**src/hdl/atte_pkg.sv**
```systemverilog
// ----------------------------------------------------------------------------
// atte_pkg
// Shared sizes, byte codes and controller/datapath command types for the
// ANSI text terminal engine.
// ----------------------------------------------------------------------------
package atte_pkg;

    localparam int SCREEN_COLS = 180;
    localparam int SCREEN_ROWS = 49;
    localparam int MAX_PARAMS  = 8;

    localparam int ROW_W   = 6;
    localparam int COL_W   = 8;
    localparam int BYTE_W  = 8;
    localparam int COLOR_W = 3;
    localparam int PARAM_W = 12;
    localparam int CELL_W  = BYTE_W + COLOR_W + 1;

    localparam int CELL_COUNT = SCREEN_ROWS * SCREEN_COLS;
    localparam int ADDR_W     = $clog2(CELL_COUNT);
    localparam int PC_W       = $clog2(MAX_PARAMS + 1);
    localparam int PI_W       = (MAX_PARAMS > 1) ? $clog2(MAX_PARAMS) : 1;

    localparam int PARAM_LIMIT = 4095;
    localparam int TAB_STOP    = 8;

    localparam logic [COLOR_W-1:0] COLOR_WHITE = 3'd7;
    localparam logic [CELL_W-1:0]  BLANK_CELL  = {1'b0, COLOR_WHITE, 8'd32};

    // control bytes
    localparam logic [BYTE_W-1:0] BYTE_ESC   = 8'd27;
    localparam logic [BYTE_W-1:0] BYTE_LF    = 8'd10;
    localparam logic [BYTE_W-1:0] BYTE_CR    = 8'd13;
    localparam logic [BYTE_W-1:0] BYTE_BS    = 8'd8;
    localparam logic [BYTE_W-1:0] BYTE_HT    = 8'd9;
    localparam logic [BYTE_W-1:0] BYTE_SPACE = 8'd32;
    localparam logic [BYTE_W-1:0] BYTE_DEL   = 8'd127;
    localparam logic [BYTE_W-1:0] BYTE_LBRK  = "[";
    localparam logic [BYTE_W-1:0] BYTE_SEMI  = ";";
    localparam logic [BYTE_W-1:0] BYTE_ZERO  = "0";
    localparam logic [BYTE_W-1:0] BYTE_NINE  = "9";

    // CSI final letters
    localparam logic [BYTE_W-1:0] CSI_CUP  = "H";
    localparam logic [BYTE_W-1:0] CSI_HVP  = "f";
    localparam logic [BYTE_W-1:0] CSI_CUU  = "A";
    localparam logic [BYTE_W-1:0] CSI_CUD  = "B";
    localparam logic [BYTE_W-1:0] CSI_CUF  = "C";
    localparam logic [BYTE_W-1:0] CSI_CUB  = "D";
    localparam logic [BYTE_W-1:0] CSI_ED   = "J";
    localparam logic [BYTE_W-1:0] CSI_EL   = "K";
    localparam logic [BYTE_W-1:0] CSI_SGR  = "m";

    // sequence phases
    localparam logic [1:0] PH_START = 2'd0;
    localparam logic [1:0] PH_CSI   = 2'd1;
    localparam logic [1:0] PH_OTHER = 2'd2;

    typedef struct packed {
        logic load;      // word accepted: capture it, start cell read
        logic exec;      // decode the fed byte
        logic nl;        // next line (may scroll)
        logic put;       // write character at cursor
        logic step;      // write one blank cell from the walker
        logic clear;     // arm walker for whole screen after reset
        logic out_load;  // load the result register
    } cmd_t;

    typedef struct packed {
        logic need_nl;
        logic need_put;
        logic blank_go;
        logic at_bottom;
        logic walk_done;
    } status_t;

    function automatic logic [ADDR_W-1:0] cell_addr(
        input logic [ROW_W-1:0] row,
        input logic [COL_W-1:0] col,
        input logic [ROW_W-1:0] top
    );
        logic [ROW_W:0] sum;
        sum = {1'b0, row} + {1'b0, top};
        if (sum >= (ROW_W+1)'(SCREEN_ROWS)) begin
            sum = sum - (ROW_W+1)'(SCREEN_ROWS);
        end
        return ADDR_W'(sum[ROW_W-1:0]) * ADDR_W'(SCREEN_COLS) + ADDR_W'(col);
    endfunction

endpackage

```
**src/hdl/atte_ctrl.sv**
```systemverilog
// ----------------------------------------------------------------------------
// atte_ctrl
// Sequencer: handshakes, screen clearing after reset and the order of the
// line feed, blank walk, character write and result steps.
// ----------------------------------------------------------------------------
module atte_ctrl (
    input  logic              aclk,
    input  logic              aresetn,
    input  logic              s_valid,
    output logic              s_ready,
    input  logic              s_opcode,
    output logic              m_valid,
    input  logic              m_ready,
    input  atte_pkg::status_t status,
    output atte_pkg::cmd_t    cmd
);
    import atte_pkg::*;

    typedef enum logic [2:0] {
        ST_INIT, ST_CLEAR, ST_IDLE, ST_DECODE, ST_NL, ST_BLANK, ST_PUT, ST_FIN
    } state_t;

    state_t state_reg, state_next;
    logic   put_pend_reg, put_pend_next;
    logic   m_valid_reg, m_valid_next;
    logic   accept;

    assign s_ready = (state_reg == ST_IDLE) && (!m_valid_reg || m_ready);
    assign m_valid = m_valid_reg;
    assign accept  = s_valid && s_ready;

    always_comb begin
        cmd           = '0;
        state_next    = state_reg;
        put_pend_next = put_pend_reg;
        m_valid_next  = (m_valid_reg && m_ready) ? 1'b0 : m_valid_reg;
        case (state_reg)
            ST_INIT: begin
                cmd.clear  = 1'b1;
                state_next = ST_CLEAR;
            end
            ST_CLEAR: begin
                cmd.step = 1'b1;
                if (status.walk_done) state_next = ST_IDLE;
            end
            ST_IDLE: begin
                cmd.load = accept;
                if (accept) state_next = s_opcode ? ST_FIN : ST_DECODE;
            end
            ST_DECODE: begin
                cmd.exec      = 1'b1;
                put_pend_next = status.need_put;
                if (status.need_nl)       state_next = ST_NL;
                else if (status.blank_go) state_next = ST_BLANK;
                else if (status.need_put) state_next = ST_PUT;
                else                      state_next = ST_FIN;
            end
            ST_NL: begin
                cmd.nl = 1'b1;
                if (status.at_bottom) state_next = ST_BLANK;
                else if (put_pend_reg) state_next = ST_PUT;
                else                   state_next = ST_FIN;
            end
            ST_BLANK: begin
                cmd.step = 1'b1;
                if (status.walk_done) state_next = put_pend_reg ? ST_PUT : ST_FIN;
            end
            ST_PUT: begin
                cmd.put    = 1'b1;
                state_next = ST_FIN;
            end
            ST_FIN: begin
                cmd.out_load = 1'b1;
                m_valid_next = 1'b1;
                state_next   = ST_IDLE;
            end
            default: state_next = ST_INIT;
        endcase
    end

    always_ff @(posedge aclk) begin
        if (!aresetn) begin
            state_reg    <= ST_INIT;
            put_pend_reg <= 1'b0;
            m_valid_reg  <= 1'b0;
        end else begin
            state_reg    <= state_next;
            put_pend_reg <= put_pend_next;
            m_valid_reg  <= m_valid_next;
        end
    end

    a_ready_room: assert property (@(posedge aclk) disable iff (!aresetn)
        s_ready |-> (!m_valid_reg || m_ready))
        else $error("word accepted with no room for its result");

    a_fin_valid: assert property (@(posedge aclk) disable iff (!aresetn)
        (state_reg == ST_FIN) |=> m_valid_reg)
        else $error("result not presented after finish");

    a_put_origin: assert property (@(posedge aclk) disable iff (!aresetn)
        (state_reg == ST_PUT) |-> ($past(state_reg) == ST_DECODE ||
                                   $past(state_reg) == ST_NL ||
                                   $past(state_reg) == ST_BLANK))
        else $error("character write from unexpected step");

    a_clear_quiet: assert property (@(posedge aclk) disable iff (!aresetn)
        (state_reg == ST_CLEAR) |-> (!s_ready && !m_valid_reg))
        else $error("handshake active during screen clear");

endmodule

```
**config.mk**
```make
export PLATFORM = sky130hd
export DESIGN_NAME = atte_ctrl
export DESIGN_NICKNAME = d
export VERILOG_FILES = /design/src/hdl/atte_pkg.sv /design/src/hdl/atte_ctrl.sv
export SDC_FILE = /design/constraint.sdc
export NUM_CORES = 1
export LEC_CHECK = 0
export BUFFER_PORTS_ARGS = -buffer_cell sky130_fd_sc_hd__buf_2
export CORE_AREA = 10 10 47 49
export DETAILED_ROUTE_END_ITERATION = 7
export DIE_AREA = 0 0 57 59
export PLACE_DENSITY_LB_ADDON = 0.1
export SLEW_MARGIN = 20
export SYNTH_ARGS = -nofsm -noshare
export SYNTH_HDL_FRONTEND = slang
export SYNTH_SLANG_ARGS = --single-unit
```
**constraint.sdc**
```tcl
create_clock -name aclk -period 1.2 [get_ports aclk]
set_input_delay 0.18 -clock aclk [delete_from_list [all_inputs] [get_ports aclk]]
set_output_delay 0.18 -clock aclk [all_outputs]
set_load 0.05 [all_outputs]
```
Word-level counts from Yosys, hierarchy flattened
Index checks and enable logic that the tools add are counted.
{"block": "classes", "n_eq_ne": 10, "n_mux": 19, "n_reduce_logical": 9}
{"cell": "3-bit one-hot mux with 8 select lines", "n": 1}
{"cell": "3-bit two-way mux", "n": 7}
{"cell": "3-bit == test (second input constant)", "n": 4}
{"cell": "1-bit two-way mux", "n": 11}
{"cell": "3-bit by 2-bit == test with 1-bit output (second input constant)", "n": 2}
{"cell": "2-bit != test (second input constant)", "n": 3}
{"cell": "3-bit by 1-bit == test with 1-bit output (second input constant)", "n": 1}
{"cell": "1-bit logical AND", "n": 3}
{"cell": "3-bit zero test", "n": 1}
{"cell": "3-bit AND reduction", "n": 1}
{"cell": "2-bit nonzero test", "n": 1}
{"cell": "2-bit OR reduction", "n": 1}
{"cell": "1-bit zero test", "n": 1}
{"cell": "1-bit logical OR", "n": 1}
{"block": "totals", "out_inout_bits": 9, "elab_cells": 41, "input_bits": 10, "reg_bits": 5}

Longest topological paths before layout
{"block": "logic_depth", "depth_word": 6, "depth_mapped": 4, "mapped_depth_nobuf": 3}

Worst setup path after synthesis
OpenSTA, ideal clock, no wires.
{"block": "synth_timing", "path_type": "register to output", "startpoint": "register state_reg[1]", "endpoint": "output cmd[4] (netlist name)", "required_time_ns": 1.020, "path_slack_ns": -0.580, "n_path_buf": 1, "stages_incl_launch_ff": 3, "arrival_time_ns": 1.600, "path_cell_list": "dfxtp_1 > buf_4 > nor3b_1"}
{"element": "from (decl)", "line_no": "atte_ctrl.sv:23", "text": "state_t state_reg, state_next;"}
{"element": "from (signal assigned)", "line_no": "atte_ctrl.sv:87", "text": "state_reg <= state_next;"}
{"element": "to (decl)", "line_no": "atte_ctrl.sv:15", "text": "output atte_pkg::cmd_t cmd"}

Worst setup path in the final report
{"block": "layout_timing", "startpoint": "register state_reg[2]", "endpoint": "output s_ready"}
{"block": "layout_between", "elab_chain_len": 2}
{"element": "3-bit by 2-bit == test with 1-bit output", "line_no": "atte_ctrl.sv:28", "text": "assign s_ready = (state_reg == ST_IDLE) && (!m_valid_reg || m_ready);"}
{"element": "1-bit logical AND", "line_no": "atte_ctrl.sv:28"}
{"element": "to (decl)", "line_no": "atte_ctrl.sv:10", "text": "output logic s_ready,"}
No other way between the ends.

==> impl_metrics.ini <==
[grt]
grt_pass1_wl_mm = 1.70
grt_max_degree = 12
grt.overflow.total = 0
grt_pass1_vias = 384
grt_use_total = 0.0646
grt_antenna_before_repair = 0

[synthesis]
ys_warn_count = 0
yosysSeqAreaShare = 0.290
synth_nets = 52
syn-instance-count = 42
synth.avg_cell_area_sq_um = 8.22
synth_top_area_share = 0.290
synth-seq-cells = 5
synth_top_area_cell = dfxtp_1
synth_area_sq_um = 345
synth.distinct_cells = 23
yosys-top-cells-area = dfxtp_1 29%, nand3b_4 5.8%, nand2b_1 5.4%

[cells_and_area]
antenna_cells = 0
largest_reg_flops = 3
final_core_util = 0.421
drive_above_1_share = 0.576
finalInstanceArea_sq_um = 589
nets = 77
final_cell_mix = 10 x buf_2, 7 x buf_6, 5 x buf_4, 4 x dfxtp_1
syn2layout_area_growth_pct = 70.7
fill_cells = 149
final_common_cell = buf_2

[routing]
drtPass1Iterations = 4
remaining_drc_errors = 0
drt_iter0_drc = 4
num_vias = 372
vias_per_cell = 4.54
wl_per_cell_um = 11.7
drt-total-wl_um = 958
ant_nets = 0

[power]
ir_drop_uv = 405
p_sw_frac = 0.375
p_comb_frac = 0.476
p_per_area_nw_per_um2 = 1230
power.internal_uw = 454
power.leakage_uw = 0.000306
seqPwrFrac = 0.260
finalPower_uw = 727
power.switching_uw = 273
clkPwrFrac = 0.263

[die]
start_util = 0.246
die_w_um = 57
rows = 14
die_y_um = 59
fp.dieArea_sq_um = 3360
core_sq_um = 1400
ios = 19

[worst_setup_path]
required_ns = 1.02
crit_start = state_reg[2]
critPathCaptureType = output port
cp-start-kind = flip-flop
r2r_start = state_reg[0]
reg2reg_slack_ns = -0.02
worstPathArrival_ns = 1.26
critPathKind = reg2out
cp_max_fo = 3
reg2reg_depth = 4
reg2reg_to = state_reg[0]

[clocking]
htree_levels = 1
cts.sinks = 5
clkTransAtPathRegs_ns = 0.04
cts_tree = yes
numCtsBuffers = 3
clk_path_buf_depth = 2
cts_root_buf = clkbuf_4
insertion_delay_ns = 0.24
cts_hold_buf = 0

[timing]
rsz0062_at_grt = yes
hold_violations = 0
tightestPinTransition_ns = 0.245
worst_clock_skew_ns = 0.00165
slew_headroom = 0.837
postLayoutSetupSlackWorst_ns = -0.237
fmax_mhz = 696
hold_slack_ns = 0.196
min_period_ns = 1.44
drv_slew = 0
finalCritPeriodShare = 1.20
setup_viol = 9

[placement]
gp_congestion = 0.657
dp_hpwl_um = 791
placed_area_sq_um = 503
pre_cts_slack_ns = -0.0916
io_buffers = 18

[worst_hold_path]
min_from = status[3]
hp-class = in2reg
hold_end = put_pend_reg
min_path_cells = 3

[run]
maxCapViolCount = 0

[status]
status = finished, violations left
failed_checks = negative setup slack
-- repair_timing --
item | 4_1_cts | 5_1_grt
resized for setup | 15 | 4
pin swaps | 1 | 1
endpoints found under the setup margin | 10 | 11
buffers inserted | 0 | 0
-- per-layer routing --
layer  part of all wire  track usage  vias up
met5                  0            0        -
met4              0.023       0.0705        0
met3               0.10       0.0300        2
met2               0.45       0.0853       16
met1               0.42       0.0708      163
li1                   -            -      191
-- area by class of cell --
| type | count | area [sq um] | share of cell area |
|---|---|---|---|
| Clock buffer | 4 | 26.3 | 0.0446 |
| Inverter | 4 | 15.0 | 0.0255 |
| Multi-Input combinational cell | 30 | 243 | 0.412 |
| Sequential cell | 5 | 104 | 0.176 |
| Tap cell | 16 | 20.0 | 0.0340 |
| Timing Repair Buffer | 23 | 181 | 0.308 |
-- worst max-delay path by stage --
stage / slack (ns) / endpoint / cells past startpoint
2_1_floorplan: -0.1 / cmd[4] / 2
3_3_place_gp: -0.09 / s_ready / 3
3_5_place_dp: -0.09 / s_ready / 3
4_1_cts: -0.24 / s_ready / 3
5_1_grt: -0.28 / s_ready / 3
6_report: -0.24 / s_ready / 3
-- synthesized netlist by cell type --
cell type and instances:
nand2_1 3, buf_6 1, nand2b_1 3, o221a_2 1, nand3_1 1, nor3b_1 1
a211o_1 1, inv_1 4, nand3b_4 1, a21oi_1 2, nor3_1 2, dfxtp_1 5
o21ai_0 2, nor2b_1 2, mux2i_1 1, a311oi_2 1, o21bai_1 1, o21a_1 1
nor2_1 4, a21o_1 1, or2b_1 1, or3b_1 1, buf_4 2
-- power by group through the flow --
stage	clock [uW]	sequential [uW]	combinational [uW]
3_5_place_dp	0	192	300
2_1_floorplan	0	198	228
5_1_grt	216	192	370
3_3_place_gp	0	192	299
4_1_cts	201	189	338
6_report	191	189	346
-- metrics by stage --
stage	setup TNS, ns	cells
global route	-1.59	82
finish	-0.887	82
floorplan	-0.288	42
detailed placement	-0.196	78
global placement	-0.195	78
CTS	-1.05	82
-- worst max-delay path: stages (launching register included) --
cell     delay (ns)
dfxtp_4        0.33
or3b_4         0.41
nor2b_4        0.12
buf_6          0.16
-- cell families after synthesis --
logic type             Yosys count  share of synthesized area
buffers and inverters            7                      0.120
multiplexers                     1                     0.0290
AO/OA/AOI/OAI                   10                      0.225
flip-flops                       5                      0.290
AND/OR/NAND/NOR                 19                      0.337
Power figures use the tool's default switching activity.
